==> src/hdl/velocity_change_keypoint_selector_unit_assert.svh <==
// Assertion macros for the velocity change keypoint selector.
// Included by the top level; depends on nothing else.
`ifndef VELOCITY_CHANGE_KEYPOINT_SELECTOR_UNIT_ASSERT_SVH
`define VELOCITY_CHANGE_KEYPOINT_SELECTOR_UNIT_ASSERT_SVH

// Same-cycle implication, switched off while reset is high.
`define VCKS_ASSERT_IMP(label, clk, rst, ante, cons) \
   label: assert property (@(posedge clk) disable iff (rst) (ante) |-> (cons)) \
      else $error("vcks: same-cycle check failed");

// Next-cycle implication, switched off while reset is high.
`define VCKS_ASSERT_NXT(label, clk, rst, ante, cons) \
   label: assert property (@(posedge clk) disable iff (rst) (ante) |=> (cons)) \
      else $error("vcks: next-cycle check failed");

`endif

==> src/hdl/vcks_pkg.sv <==
// Shared types, field widths, codes and the remainder step for the keypoint selector.
// No dependencies; every module of the block imports it.
package vcks_pkg;

   // Field widths of the beats.
   localparam int TIME_W     = 10;
   localparam int DOF_W      = 5;
   localparam int VEL_W      = 32;
   localparam int THR_W      = 31;
   localparam int CFG_W      = 11;
   localparam int CNT_W      = 11;
   localparam int REG_IDX_W  = 2;

   // Request tdata layout, lowest field first, padded to whole bytes.
   localparam int REQ_TIME_LSB = 0;
   localparam int REQ_DOF_LSB  = REQ_TIME_LSB + TIME_W;
   localparam int REQ_VEL_LSB  = REQ_DOF_LSB + DOF_W;
   localparam int REQ_THR_LSB  = REQ_VEL_LSB + VEL_W;
   localparam int REQ_USED_W   = REQ_THR_LSB + THR_W;
   localparam int REQ_DATA_W   = ((REQ_USED_W + 7) / 8) * 8;

   // Response tdata: keypoint flag, step index, degree index.
   localparam int RSP_DATA_W   = 16;

   // Counter saturation and the number of closing steps that are always keypoints.
   localparam logic [CNT_W-1:0] COUNTER_MAX = {CNT_W{1'b1}};
   localparam int END_STEPS = 2;

   // Remainder pipeline: two restoring steps per stage.
   localparam int MOD_STEPS  = 2;
   localparam int MOD_STAGES = TIME_W / MOD_STEPS;

   localparam int DEFAULT_MAX_DOF = 32;

   // Reset values of the control registers.
   localparam logic [CFG_W-1:0] RESET_HORIZON = 11'd1024;
   localparam logic [CFG_W-1:0] RESET_MIN_INT = 11'd1;
   localparam logic [CFG_W-1:0] RESET_MAX_INT = 11'd1024;

   typedef enum logic [0:0] {
      METHOD_INTERVAL   = 1'b0,
      METHOD_VEL_CHANGE = 1'b1
   } method_type;

   typedef enum logic [1:0] {
      DIR_NONE = 2'd0,
      DIR_UP   = 2'd1,
      DIR_DOWN = 2'd2
   } dir_type;

   typedef enum logic [REG_IDX_W-1:0] {
      REG_METHOD  = 2'd0,
      REG_HORIZON = 2'd1,
      REG_MIN_INT = 2'd2,
      REG_MAX_INT = 2'd3
   } reg_index_type;

   typedef struct packed {
      method_type       method;
      logic [CFG_W-1:0] horizon;
      logic [CFG_W-1:0] min_int;
      logic [CFG_W-1:0] max_int;
   } cfg_type;

   // Per-degree tracking state, one memory word.
   typedef struct packed {
      logic [CNT_W-1:0] steps;
      logic [VEL_W-1:0] keyed_vel;
      logic [VEL_W-1:0] prev_vel;
      dir_type          dir;
   } dof_state_type;

   // What travels alongside the remainder pipeline.
   typedef struct packed {
      logic [TIME_W-1:0] time_index;
      logic [DOF_W-1:0]  dof_index;
      logic              use_mod;
      logic              fixed_key;
   } meta_type;

   // One restoring step of the remainder: shift in one dividend bit, subtract if it fits.
   function automatic logic [CFG_W-1:0] mod_step(input logic [CFG_W-1:0] rem,
                                                 input logic             bit_in,
                                                 input logic [CFG_W-1:0] modulus);
      logic [CFG_W:0] shifted;
      shifted = {rem, bit_in};
      if (shifted >= {1'b0, modulus}) begin
         shifted = shifted - {1'b0, modulus};
      end
      return shifted[CFG_W-1:0];
   endfunction

endpackage

==> src/hdl/vcks_state.sv <==
// Input register, per-degree state memory and the velocity change decision.
// Depends on vcks_pkg.
module vcks_state #(
   parameter int MAX_DOF = vcks_pkg::DEFAULT_MAX_DOF
) (
   input  logic                          clock,
   input  logic                          reset,
   input  logic                          en,
   input  logic                          in_valid,
   input  logic [vcks_pkg::TIME_W-1:0]   in_time_index,
   input  logic [vcks_pkg::DOF_W-1:0]    in_dof_index,
   input  logic [vcks_pkg::VEL_W-1:0]    in_velocity,
   input  logic [vcks_pkg::THR_W-1:0]    in_change_threshold,
   input  vcks_pkg::cfg_type             cfg,
   output logic                          out_valid,
   output vcks_pkg::meta_type            out_meta
);
   import vcks_pkg::*;

   localparam int ADDR_W = (MAX_DOF > 1) ? $clog2(MAX_DOF) : 1;
   localparam int DW     = VEL_W + 2;

   // State memory and its per-entry valid bits (unwritten entries read as zero).
   dof_state_type     mem [MAX_DOF];
   logic [MAX_DOF-1:0] entry_vld_ff;

   // Input stage.
   logic               s1_valid_ff;
   logic [TIME_W-1:0]  s1_time_ff;
   logic [DOF_W-1:0]   s1_dof_ff;
   logic [VEL_W-1:0]   s1_vel_ff;
   logic [THR_W-1:0]   s1_thr_ff;
   dof_state_type      rd_data_ff;
   logic               rd_vld_ff;

   // Copy of the write made at the edge that also read the current item.
   logic               lw_valid_ff;
   logic [ADDR_W-1:0]  lw_addr_ff;
   dof_state_type      lw_data_ff;

   logic [ADDR_W-1:0]  in_addr;
   logic [ADDR_W-1:0]  s1_addr;
   logic               s1_in_range;
   logic               load;
   logic               wr_en;
   dof_state_type      cur_state;
   dof_state_type      nxt_state;
   meta_type           meta;

   assign in_addr     = ADDR_W'(in_dof_index);
   assign s1_addr     = ADDR_W'(s1_dof_ff);
   assign s1_in_range = 32'(s1_dof_ff) < 32'(MAX_DOF);
   assign load        = en && in_valid;
   assign wr_en       = en && s1_valid_ff && s1_in_range;

   // Current state: newest write first, then the memory word, else the reset value.
   always_comb begin
      if (lw_valid_ff && (lw_addr_ff == s1_addr)) begin
         cur_state = lw_data_ff;
      end else if (rd_vld_ff) begin
         cur_state = rd_data_ff;
      end else begin
         cur_state = '0;
      end
   end

   // Keypoint decision and state update for the item in the input stage.
   always_comb begin
      logic signed [DW-1:0] vel_x;
      logic signed [DW-1:0] prev_x;
      logic signed [DW-1:0] keyed_x;
      logic signed [DW-1:0] thr_x;
      logic signed [DW-1:0] step_diff;
      logic signed [DW-1:0] chg;
      logic                 over;
      logic                 reversal;
      dir_type              cur_dir;
      logic [CNT_W-1:0]     cnt;
      logic [CFG_W:0]       t_plus_end;
      logic                 fire;

      vel_x      = DW'($signed(s1_vel_ff));
      prev_x     = DW'($signed(cur_state.prev_vel));
      keyed_x    = DW'($signed(cur_state.keyed_vel));
      thr_x      = DW'(s1_thr_ff);
      step_diff  = vel_x - prev_x;
      chg        = vel_x - keyed_x;
      over       = (chg > thr_x) || (chg < -thr_x);
      t_plus_end = (CFG_W + 1)'(s1_time_ff) + (CFG_W + 1)'(END_STEPS);

      if (step_diff > 0) begin
         cur_dir = DIR_UP;
      end else if (step_diff < 0) begin
         cur_dir = DIR_DOWN;
      end else begin
         cur_dir = DIR_NONE;
      end
      reversal = ((cur_dir == DIR_UP) && (cur_state.dir == DIR_DOWN)) ||
                 ((cur_dir == DIR_DOWN) && (cur_state.dir == DIR_UP));

      cnt = (cur_state.steps < COUNTER_MAX) ? cur_state.steps + 1'b1 : cur_state.steps;

      nxt_state          = cur_state;
      nxt_state.prev_vel = s1_vel_ff;
      meta.time_index    = s1_time_ff;
      meta.dof_index     = s1_dof_ff;
      meta.use_mod       = 1'b0;
      meta.fixed_key     = 1'b0;
      fire               = 1'b0;

      if (!s1_in_range) begin
         meta.fixed_key = 1'b0;
      end else if (s1_time_ff == '0) begin
         // First step of a run restarts the tracking.
         meta.fixed_key      = 1'b1;
         nxt_state.steps     = '0;
         nxt_state.keyed_vel = s1_vel_ff;
         nxt_state.dir       = DIR_NONE;
      end else if (t_plus_end >= {1'b0, cfg.horizon}) begin
         meta.fixed_key = 1'b1;
      end else if (cfg.method == METHOD_INTERVAL) begin
         meta.use_mod = 1'b1;
      end else begin
         if (cnt >= cfg.min_int) begin
            fire = over || reversal;
         end else begin
            nxt_state.dir = cur_dir;
         end
         if (!fire && (cnt >= cfg.max_int)) begin
            fire = 1'b1;
         end
         if (fire) begin
            nxt_state.keyed_vel = s1_vel_ff;
            nxt_state.steps     = '0;
         end else begin
            nxt_state.steps     = cnt;
         end
         meta.fixed_key = fire;
      end
   end

   // Memory write of the updated word and registered read for the next beat.
   always_ff @(posedge clock) begin
      if (wr_en) begin
         mem[s1_addr] <= nxt_state;
      end
      if (load) begin
         rd_data_ff <= mem[in_addr];
      end
   end

   // Control registers of the input stage.
   always_ff @(posedge clock) begin
      if (reset) begin
         s1_valid_ff  <= 1'b0;
         rd_vld_ff    <= 1'b0;
         lw_valid_ff  <= 1'b0;
         entry_vld_ff <= '0;
      end else begin
         if (en) begin
            s1_valid_ff <= in_valid;
            lw_valid_ff <= wr_en;
         end
         if (load) begin
            rd_vld_ff <= entry_vld_ff[in_addr];
         end
         if (wr_en) begin
            entry_vld_ff[s1_addr] <= 1'b1;
         end
      end
   end

   // Payload registers of the input stage and the write copy.
   always_ff @(posedge clock) begin
      if (load) begin
         s1_time_ff <= in_time_index;
         s1_dof_ff  <= in_dof_index;
         s1_vel_ff  <= in_velocity;
         s1_thr_ff  <= in_change_threshold;
      end
      if (en) begin
         lw_addr_ff <= s1_addr;
         lw_data_ff <= nxt_state;
      end
   end

   assign out_valid = s1_valid_ff;
   assign out_meta  = meta;

endmodule

==> src/hdl/vcks_mod.sv <==
// Pipelined restoring remainder of the step index by the minimum interval.
// Depends on vcks_pkg; carries the item's decision alongside.
module vcks_mod (
   input  logic                        clock,
   input  logic                        reset,
   input  logic                        en,
   input  logic                        in_valid,
   input  vcks_pkg::meta_type          in_meta,
   input  logic [vcks_pkg::CFG_W-1:0]  min_interval,
   output logic                        out_valid,
   output logic                        out_rem_zero,
   output vcks_pkg::meta_type          out_meta
);
   import vcks_pkg::*;

   logic             vld_ff  [MOD_STAGES];
   logic [CFG_W-1:0] rem_ff  [MOD_STAGES];
   meta_type         meta_ff [MOD_STAGES];
   logic [CFG_W-1:0] modulus;

   // An interval of zero behaves as one.
   assign modulus = (min_interval == '0) ? CFG_W'(1) : min_interval;

   for (genvar s = 0; s < MOD_STAGES; s++) begin : g_stage
      logic [CFG_W-1:0] rem_src;
      logic [CFG_W-1:0] rem_in;
      meta_type         meta_src;
      logic             vld_src;

      if (s == 0) begin : g_first
         assign rem_src  = '0;
         assign meta_src = in_meta;
         assign vld_src  = in_valid;
      end else begin : g_next
         assign rem_src  = rem_ff[s-1];
         assign meta_src = meta_ff[s-1];
         assign vld_src  = vld_ff[s-1];
      end

      // Two dividend bits per stage, most significant first.
      always_comb begin
         rem_in = rem_src;
         for (int k = 0; k < MOD_STEPS; k++) begin
            rem_in = mod_step(rem_in, meta_src.time_index[TIME_W-1-s*MOD_STEPS-k], modulus);
         end
      end

      always_ff @(posedge clock) begin
         if (reset) begin
            vld_ff[s] <= 1'b0;
         end else if (en) begin
            vld_ff[s] <= vld_src;
         end
      end

      always_ff @(posedge clock) begin
         if (en) begin
            rem_ff[s]  <= rem_in;
            meta_ff[s] <= meta_src;
         end
      end
   end

   assign out_valid    = vld_ff[MOD_STAGES-1];
   assign out_rem_zero = (rem_ff[MOD_STAGES-1] == '0);
   assign out_meta     = meta_ff[MOD_STAGES-1];

endmodule

==> src/hdl/vcks_skid.sv <==
// Output register with a one-beat skid stage for the response channel.
// Depends on vcks_pkg for the response width.
module vcks_skid (
   input  logic                             clock,
   input  logic                             reset,
   input  logic                             in_valid,
   input  logic [vcks_pkg::RSP_DATA_W-1:0]  in_data,
   output logic                             in_ready,
   output logic                             out_valid,
   output logic [vcks_pkg::RSP_DATA_W-1:0]  out_data,
   input  logic                             out_ready,
   output logic                             skid_full
);
   import vcks_pkg::*;

   logic                  out_vld_ff;
   logic [RSP_DATA_W-1:0] out_data_ff;
   logic                  skid_vld_ff;
   logic [RSP_DATA_W-1:0] skid_data_ff;
   logic                  pop;
   logic                  push;
   logic                  out_vld_in;
   logic                  skid_vld_in;

   assign pop  = out_vld_ff && out_ready;
   assign push = in_valid && !skid_vld_ff;

   // Valid bookkeeping: drain the skid first, else take the incoming beat.
   always_comb begin
      out_vld_in  = out_vld_ff;
      skid_vld_in = skid_vld_ff;
      if (skid_vld_ff) begin
         if (pop) begin
            skid_vld_in = 1'b0;
         end
      end else if (push) begin
         if (out_vld_ff && !pop) begin
            skid_vld_in = 1'b1;
         end else begin
            out_vld_in  = 1'b1;
         end
      end else if (pop) begin
         out_vld_in = 1'b0;
      end
   end

   always_ff @(posedge clock) begin
      if (reset) begin
         out_vld_ff  <= 1'b0;
         skid_vld_ff <= 1'b0;
      end else begin
         out_vld_ff  <= out_vld_in;
         skid_vld_ff <= skid_vld_in;
      end
   end

   // Data movement matching the valid bookkeeping above.
   always_ff @(posedge clock) begin
      if (skid_vld_ff) begin
         if (pop) begin
            out_data_ff <= skid_data_ff;
         end
      end else if (push) begin
         if (out_vld_ff && !pop) begin
            skid_data_ff <= in_data;
         end else begin
            out_data_ff  <= in_data;
         end
      end
   end

   assign in_ready  = !skid_vld_ff;
   assign out_valid = out_vld_ff;
   assign out_data  = out_data_ff;
   assign skid_full = skid_vld_ff;

endmodule

==> src/hdl/velocity_change_keypoint_selector_unit.sv <==
// Velocity change keypoint selector: top level with control registers and pipeline.
// Uses vcks_pkg, vcks_state, vcks_mod, vcks_skid and the assertion macro header.
// A beat goes through the input stage, the remainder stages and the output register.
// Throughput: one beat per cycle unless stalled; state read and rewrite share a stage.
// Reset clears the pipeline, the state valid bits and loads the register defaults.
// Backpressure fills the skid stage; req_tready then drops until the skid drains.
`include "velocity_change_keypoint_selector_unit_assert.svh"

module velocity_change_keypoint_selector_unit #(
   parameter int MAX_DOF = vcks_pkg::DEFAULT_MAX_DOF
) (
   input  logic                             clock,
   input  logic                             reset,
   // tdata: time_index, dof_index, velocity, change_threshold, zero pad
   input  logic                             req_tvalid,
   output logic                             req_tready,
   input  logic [vcks_pkg::REQ_DATA_W-1:0]  req_tdata,
   // tdata: is_keypoint, out_time_index, out_dof_index
   output logic                             rsp_tvalid,
   input  logic                             rsp_tready,
   output logic [vcks_pkg::RSP_DATA_W-1:0]  rsp_tdata,
   input  logic                             csr_we,
   input  logic [vcks_pkg::REG_IDX_W-1:0]   csr_index,
   input  logic [vcks_pkg::CFG_W-1:0]       csr_wdata
);
   import vcks_pkg::*;

   cfg_type               cfg_ff;
   logic                  en;
   logic                  st_valid;
   meta_type              st_meta;
   logic                  md_valid;
   logic                  md_rem_zero;
   meta_type              md_meta;
   logic                  key;
   logic [RSP_DATA_W-1:0] md_data;
   logic                  skid_full;
   logic                  rsp_key;
   logic [TIME_W-1:0]     rsp_time;
   logic [DOF_W-1:0]      rsp_dof;
   logic                  rsp_first;

   // Control register writes.
   always_ff @(posedge clock) begin
      if (reset) begin
         cfg_ff.method  <= METHOD_VEL_CHANGE;
         cfg_ff.horizon <= RESET_HORIZON;
         cfg_ff.min_int <= RESET_MIN_INT;
         cfg_ff.max_int <= RESET_MAX_INT;
      end else if (csr_we) begin
         case (csr_index)
            REG_METHOD:  cfg_ff.method  <= method_type'(csr_wdata[0]);
            REG_HORIZON: cfg_ff.horizon <= csr_wdata;
            REG_MIN_INT: cfg_ff.min_int <= csr_wdata;
            REG_MAX_INT: cfg_ff.max_int <= csr_wdata;
            default: ;
         endcase
      end
   end

   // The whole pipeline moves whenever the skid stage is free.
   assign req_tready = en;

   vcks_state #(
      .MAX_DOF(MAX_DOF)
   ) u_state (
      .clock               (clock),
      .reset               (reset),
      .en                  (en),
      .in_valid            (req_tvalid),
      .in_time_index       (req_tdata[REQ_TIME_LSB +: TIME_W]),
      .in_dof_index        (req_tdata[REQ_DOF_LSB +: DOF_W]),
      .in_velocity         (req_tdata[REQ_VEL_LSB +: VEL_W]),
      .in_change_threshold (req_tdata[REQ_THR_LSB +: THR_W]),
      .cfg                 (cfg_ff),
      .out_valid           (st_valid),
      .out_meta            (st_meta)
   );

   vcks_mod u_mod (
      .clock        (clock),
      .reset        (reset),
      .en           (en),
      .in_valid     (st_valid),
      .in_meta      (st_meta),
      .min_interval (cfg_ff.min_int),
      .out_valid    (md_valid),
      .out_rem_zero (md_rem_zero),
      .out_meta     (md_meta)
   );

   // Mid-run interval steps use the remainder test, every other case its settled flag.
   assign key     = md_meta.use_mod ? md_rem_zero : md_meta.fixed_key;
   assign md_data = {md_meta.dof_index, md_meta.time_index, key};

   vcks_skid u_skid (
      .clock     (clock),
      .reset     (reset),
      .in_valid  (md_valid),
      .in_data   (md_data),
      .in_ready  (en),
      .out_valid (rsp_tvalid),
      .out_data  (rsp_tdata),
      .out_ready (rsp_tready),
      .skid_full (skid_full)
   );

   assign rsp_key   = rsp_tdata[0];
   assign rsp_time  = rsp_tdata[TIME_W:1];
   assign rsp_dof   = rsp_tdata[TIME_W+DOF_W:TIME_W+1];
   assign rsp_first = (rsp_time == '0) && (32'(rsp_dof) < 32'(MAX_DOF));

   // A filled skid always sits behind a waiting output beat.
   `VCKS_ASSERT_IMP(a_skid_behind_out, clock, reset, skid_full, rsp_tvalid)
   // The request side only stalls after a stalled response beat.
   `VCKS_ASSERT_IMP(a_stall_cause, clock, reset, !req_tready, $past(rsp_tvalid && !rsp_tready))
   // A taken response with a full skid frees the skid on the next cycle.
   `VCKS_ASSERT_NXT(a_skid_drains, clock, reset, skid_full && rsp_tready, !skid_full)
   // The first step of an in-range degree is always a keypoint.
   `VCKS_ASSERT_IMP(a_time_zero_key, clock, reset, rsp_tvalid && rsp_first, rsp_key)

endmodule

==> config.mk <==
export PLATFORM = sky130hd
export DESIGN_NAME = velocity_change_keypoint_selector_unit
export DESIGN_NICKNAME = d
export VERILOG_FILES = /design/src/hdl/vcks_pkg.sv /design/src/hdl/vcks_state.sv /design/src/hdl/vcks_mod.sv /design/src/hdl/vcks_skid.sv /design/src/hdl/velocity_change_keypoint_selector_unit.sv
export VERILOG_INCLUDE_DIRS = /design/src /design/src/hdl
export SDC_FILE = /design/constraint.sdc
export NUM_CORES = 2
export LEC_CHECK = 0
export BUFFER_PORTS_ARGS = -buffer_cell sky130_fd_sc_hd__buf_2
export CAP_MARGIN = 25
export CORE_MARGIN = 1
export CORE_UTILIZATION = 25
export CTS_BUF_LIST = sky130_fd_sc_hd__clkbuf_4 sky130_fd_sc_hd__clkbuf_8
export DETAILED_ROUTE_END_ITERATION = 8
export PLACE_DENSITY = 0.47
export SKIP_CTS_REPAIR_TIMING = 1
export SYNTH_ARGS = -nofsm -noshare
export SYNTH_HDL_FRONTEND = slang
export SYNTH_SLANG_ARGS = --single-unit
==> constraint.sdc <==
create_clock -name clock -period 28.8 [get_ports clock]
set_input_delay 0 -clock clock [delete_from_list [all_inputs] [get_ports clock]]
set_output_delay 0 -clock clock [all_outputs]
set_load 0.02 [all_outputs]
# == Word level (Yosys, flattened, before mapping) ==
# Memories as Yosys holds them, arrays and structs flattened. A register that Yosys moved wholly into a read port is not among the register bits.
# Index checks and enable logic that the tools add are counted.
# word_totals
reg_bits,263
latch_bits,0
ramBits,2609
romBits,0
inputBits,98
output_inout_bits,18
wordCells,175
memories,4
# op_classes
add_sub_neg,15
multipliers,0
n_div,0
order_cmp,21
n_eq_ne,11
shifts,0
n_mux,67
n_bitwise,7
reduce_logical,29
# memory_table
memory,words,word_bits,rd,rd_ports_with_merged_regs,wr,line,text
u_state.mem,32,77,1,1,1,vcks_state.sv:24,dof_state_type mem [MAX_DOF];
u_mod.meta_ff,5,17,5,0,5,vcks_mod.sv:18,meta_type meta_ff [MOD_STAGES];
u_mod.rem_ff,5,11,5,0,5,vcks_mod.sv:17,logic [CFG_W-1:0] rem_ff [MOD_STAGES];
u_mod.vld_ff,5,1,5,0,5,vcks_mod.sv:16,logic vld_ff [MOD_STAGES];
# ops
operator,count
$mux 77,2
$mux 11,13
$mux 43,3
$ge 12x11->1,10
$sub 11x11->11,9
$sub 32x32->33,2
$mux 16,4
$mux 1,36
$gt 34x1->1 const B,1
$gt 34x32->1,1
$lt 34x1->1 const B,1
$lt 34x34->1,1
$neg 31->34,1
$mux 32,1
$or 32x32->32,1
$ge 11x11->1,2
$logic_not 11->1,2
$lt 5x6->1 const B,2
$mux 2,6
$add 10x2->11 const B,1
$add 11x1->11 const B,1
$ge 1x11->1,1
$lt 11x11->1 const B,1
$sub 1x11->11,1
other kinds (18),47

# == Longest topological paths before layout ==
# logic_depth
word_depth,25
depth_mapped,38
mapped_depth_nobuf,33

# == Cells and area by module ==
# From an unflattened synthesis, not the netlist that was laid out.
# unflattened
hier_cells,6349
area_unflattened_um2,123138.1
# by_module_without_submodules
mod,instances,cells_each,area_per_inst_um2,seq_area_each_um2
vcks_state,1,5249,110506.0,81808.5
vcks_mod,1,908,9963.3,4354.2
velocity_change_keypoint_selector_unit,1,129,1393.8,680.7
vcks_skid,1,63,1275.0,1001.0

# == Worst setup path before layout ==
# OpenSTA, ideal clock, no wires.
# synth_path
path_kind,register -> register
startpoint,reg u_skid.skid_vld_ff (netlist: u_skid.skid_full)
endpoint,mem u_state.mem[15][0] in the netlist's numbering (enable)
setup_time_ns,0.515
arrival_time_ns,9.683
required_ns,28.285
slack_ns,18.603
path_stages_with_launch,4
path_buffers,0
synth_period_minus_slack_ns,10.197
path_cell_list,dfxtp_1 > inv_1 > nand4_1 > nor2_1
# synth_via
elab_chain_len,4
# synth_lines
element,line,text
start: declaration,vcks_skid.sv:18,logic skid_vld_ff;
start signal: assignment,vcks_skid.sv:53,skid_vld_ff <= skid_vld_in;
$logic_not 1->1,vcks_skid.sv:72,assign in_ready = !skid_vld_ff;
via req_tready,velocity_change_keypoint_selector_unit.sv:16,"output logic req_tready,"
$logic_and 1x1->1,vcks_state.sv:54,assign wr_en = en && s1_valid_ff && s1_in_range;
$mux 1,vcks_state.sv:144,if (wr_en) begin
$mux 1 (implied by the code),vcks_state.sv:145,mem[s1_addr] <= nxt_state;
end: declaration,vcks_state.sv:24,
# The timed path passes the listed nets, and every way through them passes these cells.

==> impl_metrics.tcl <==
set metrics [dict create \
    max-clock-path-buffers 4 \
    ant_nets 0 \
    rsz0062_at_grt "false" \
    cts-buffers-inserted 520 \
    worstReg2RegStart "u_state.s1_addr[4]" \
    dieArea_um2 491000 \
    drcViolationCount 0 \
    synth_top_area_share 0.707 \
    cts_max_level 6 \
    synth_area_leaders "edfxtp_1 (71%), mux4_2 (14%), ha_1 (2.7%), mux2_2 (1.2%), dfxtp_1 (1.2%)" \
    ios 116 \
    dpl_cell_area_um2 132000 \
    fillCellCount 47466 \
    total_power_mw 10.6 \
    ys.flop_type "edfxtp_1" \
    tns_ps 0 \
    grt_pass1_wl_mm 504 \
    area_growth_pct 18.0 \
    place_hpwl_mm 198 \
    synth_nets 6610 \
    num_rows 256 \
    worst_pin_slew_ps 1120 \
    worst-path-max-fanout 47 \
    hp-start "req_tdata[10]" \
    fmax_mhz 90.2 \
    worstPathRequired_ps 29690 \
    start_kind "flop" \
    ys_seq_area_frac 0.719 \
    power.internal_mw 7.74 \
    start_util 0.251 \
    power_density_nw_per_um2 73.4 \
    drv_slew 0 \
    pwr-share-comb 0.167 \
    switchingPower_mw 2.82 \
    finalHoldViolations 1 \
    violations "hold timing" \
    ys_warn_count 0 \
    syn_inst 6242 \
    vias 65134 \
    synth_edf_count 2873 \
    fin_crit_sh 0.385 \
    synth_most_common_cell "edfxtp_1" \
    p_sw_frac 0.267 \
    grt_max_degree 95 \
    fin_skew_ps 107 \
    clock_sinks 2944 \
    synth_area_um2 122000 \
    crit_type "reg2reg" \
    synth_seq_cells 2944 \
    critPathCaptureType "flop" \
    cts-root-buf "clkbuf_8" \
    grt_use_total 0.143 \
    hold-worst-slack_ps -63.8 \
    leakage_nw 46.9 \
    drt_wl_total_mm 362 \
    async_flop_share 0 \
    grt_pass1_vias 66499 \
    slew_headroom 0.250 \
    postSynthAreaPerCell_um2 19.5 \
    viasPerCell 4.69 \
    clockPowerShare 0.353 \
    cts.clk_slew.worst_paths_ps 50 \
    chipHeight_um 701 \
    clock_latency_ps 1190 \
    dr.pass1.iters 5 \
    stdcell_area_um2 144000 \
    maxCapViolCount 0 \
    regArea_um2 87700 \
    drt_iter0_drc 5771 \
    synthDistinctLibCells 91 \
    multi_input_area_um2 33000 \
    seq_power_share 0.480 \
    slowest_stage "buf_4" \
    ir_drop_uv 58.5 \
    overflow 0 \
    arrival_ps 11970 \
    setup-violations-final 0 \
    pre_cts_ws_ps 17950 \
    critical_path.max_stage_delay_ps 700 \
    critPathMostFrequentCell "buf_4" \
    layout.nets 7418 \
    antenna_found_initial 25 \
    synth_top_area_cell "edfxtp_1" \
    detail_route.wl_per_cell_um 26.0 \
    cts_tree "yes" \
    hp-class "in2reg" \
    die_w_um 701 \
    setup_ws_ps 17720 \
    routabilityCongestion 0.839 \
    period_needed_ps 11080 \
    startpoint "u_state.s1_addr[4]" \
    io_buffer_count 113 \
    ys_top_cells_by_count "edfxtp_1 (2873), mux4_2 (780), ha_1 (259)" \
    drive_gt1_frac 0.290 \
    coreArea_um2 486000 \
    status "finished with violations" \
]
## power groups by stage
stage | clock network (mW) | registers (mW) | logic [mW]
after floorplan | 0 | 5.14 | 1.26
final | 3.73 | 5.07 | 1.76
after CTS | 3.84 | 5.07 | 1.75
after global placement | 0 | 5.15 | 1.71
after global routing | 4.01 | 5.08 | 1.96
after detailed placement | 0 | 5.16 | 1.74
## final cells by class
| class | instances | area share |
|---|---|---|
| flip-flops and latches | 2944 | 0.609 |
| multi-input cells | 2850 | 0.229 |
| clock buffers | 688 | 0.0589 |
| well taps | 6450 | 0.0561 |
| repair buffers | 551 | 0.0319 |
| clock inverters | 220 | 0.00939 |
| inverters | 183 | 0.00483 |
| diodes | 10 | 0.000174 |
## routing by layer
layer / global-route usage / routed length, um
met1: 0.199 / 162000
met2: 0.233 / 171000
met3: 0.0226 / 20900
met4: 0.0341 / 7650
met5: 0 / 31
## worst paths after layout
path                           to  slack, ps  cells after the start
max            u_state.mem[8][63]      17720                     34
min            u_state.s1_addr[0]        -60                      2
max reg2reg    u_state.mem[8][63]      17720                     34
min reg2reg  u_mod.meta_ff[0][47]        410                      0
## flip-flops by register name, summed over array words and instances, names as in the netlist, 32 cells and up
name,flops
u_mod.meta_ff,81
u_state.lw_data_ff,77
u_mod.rem_ff,55
u_state.rd_data_ff,77
u_state.s1_vel_ff,32
u_state.entry_vld_ff,32
cfg_ff,34
u_state.mem,2464
## through the flow
step / utilization / std cells
after floorplan: - / 6242
after global placement: 0.271 / 12765
after detailed placement: 0.271 / 12768
after CTS: 0.292 / 13676
after global routing: 0.296 / 13890
final: 0.296 / 13896
## logic make-up (layout without fill, tap and decap cells)
logic type / after synthesis / after routing / synth area share
DFF: 2944 / 2944 / 0.719
buffers and inverters: 448 / 1642 / 0.0146
and+or+nand+nor: 821 / 821 / 0.0328
xor gates and xnor gates: 148 / 148 / 0.0111
muxes: 951 / 951 / 0.159
AOI/OAI and AO/OA: 655 / 655 / 0.0346
adders and majority gates: 275 / 275 / 0.0288
other: 0 / 10 / 0
## layout by cell type (no fill, tap or decap), types with 21 or more instances in the layout
master and instances:
xor2_1 40, clkinvlp_4 21, mux2i_2 30, dfxtp_1 70, buf_2 108, ha_1 259, clkinv_1 123, inv_1 182
clkbuf_8 531, nand4_1 46, and3_1 79, nor2b_1 30, buf_4 216, a21o_1 106, nand2_1 186, xnor2_1 104
o21bai_1 22, edfxtp_1 2873, and2_1 33, clkbuf_4 158, o21ai_0 99, dlygate4sd3_1 206, a21oi_1 246, nand3_1 59
nor3_1 30, clkinv_2 34, mux2_2 130, mux4_2 780, nand2b_1 40, nor2_1 213, nor2_4 33
## critical path, delay by kind of cell (launching register included)
family / cells / cell delay, ps
and+or+nand+nor: 5 / 1350
buffers and inverters: 5 / 2190
muxes: 1 / 290
AOI/OAI and AO/OA: 18 / 4800
DFF: 1 / 570
xor gates and xnor gates: 2 / 480
adders and majority gates: 3 / 950
Note: power is estimated with default switching activity, not from simulation.
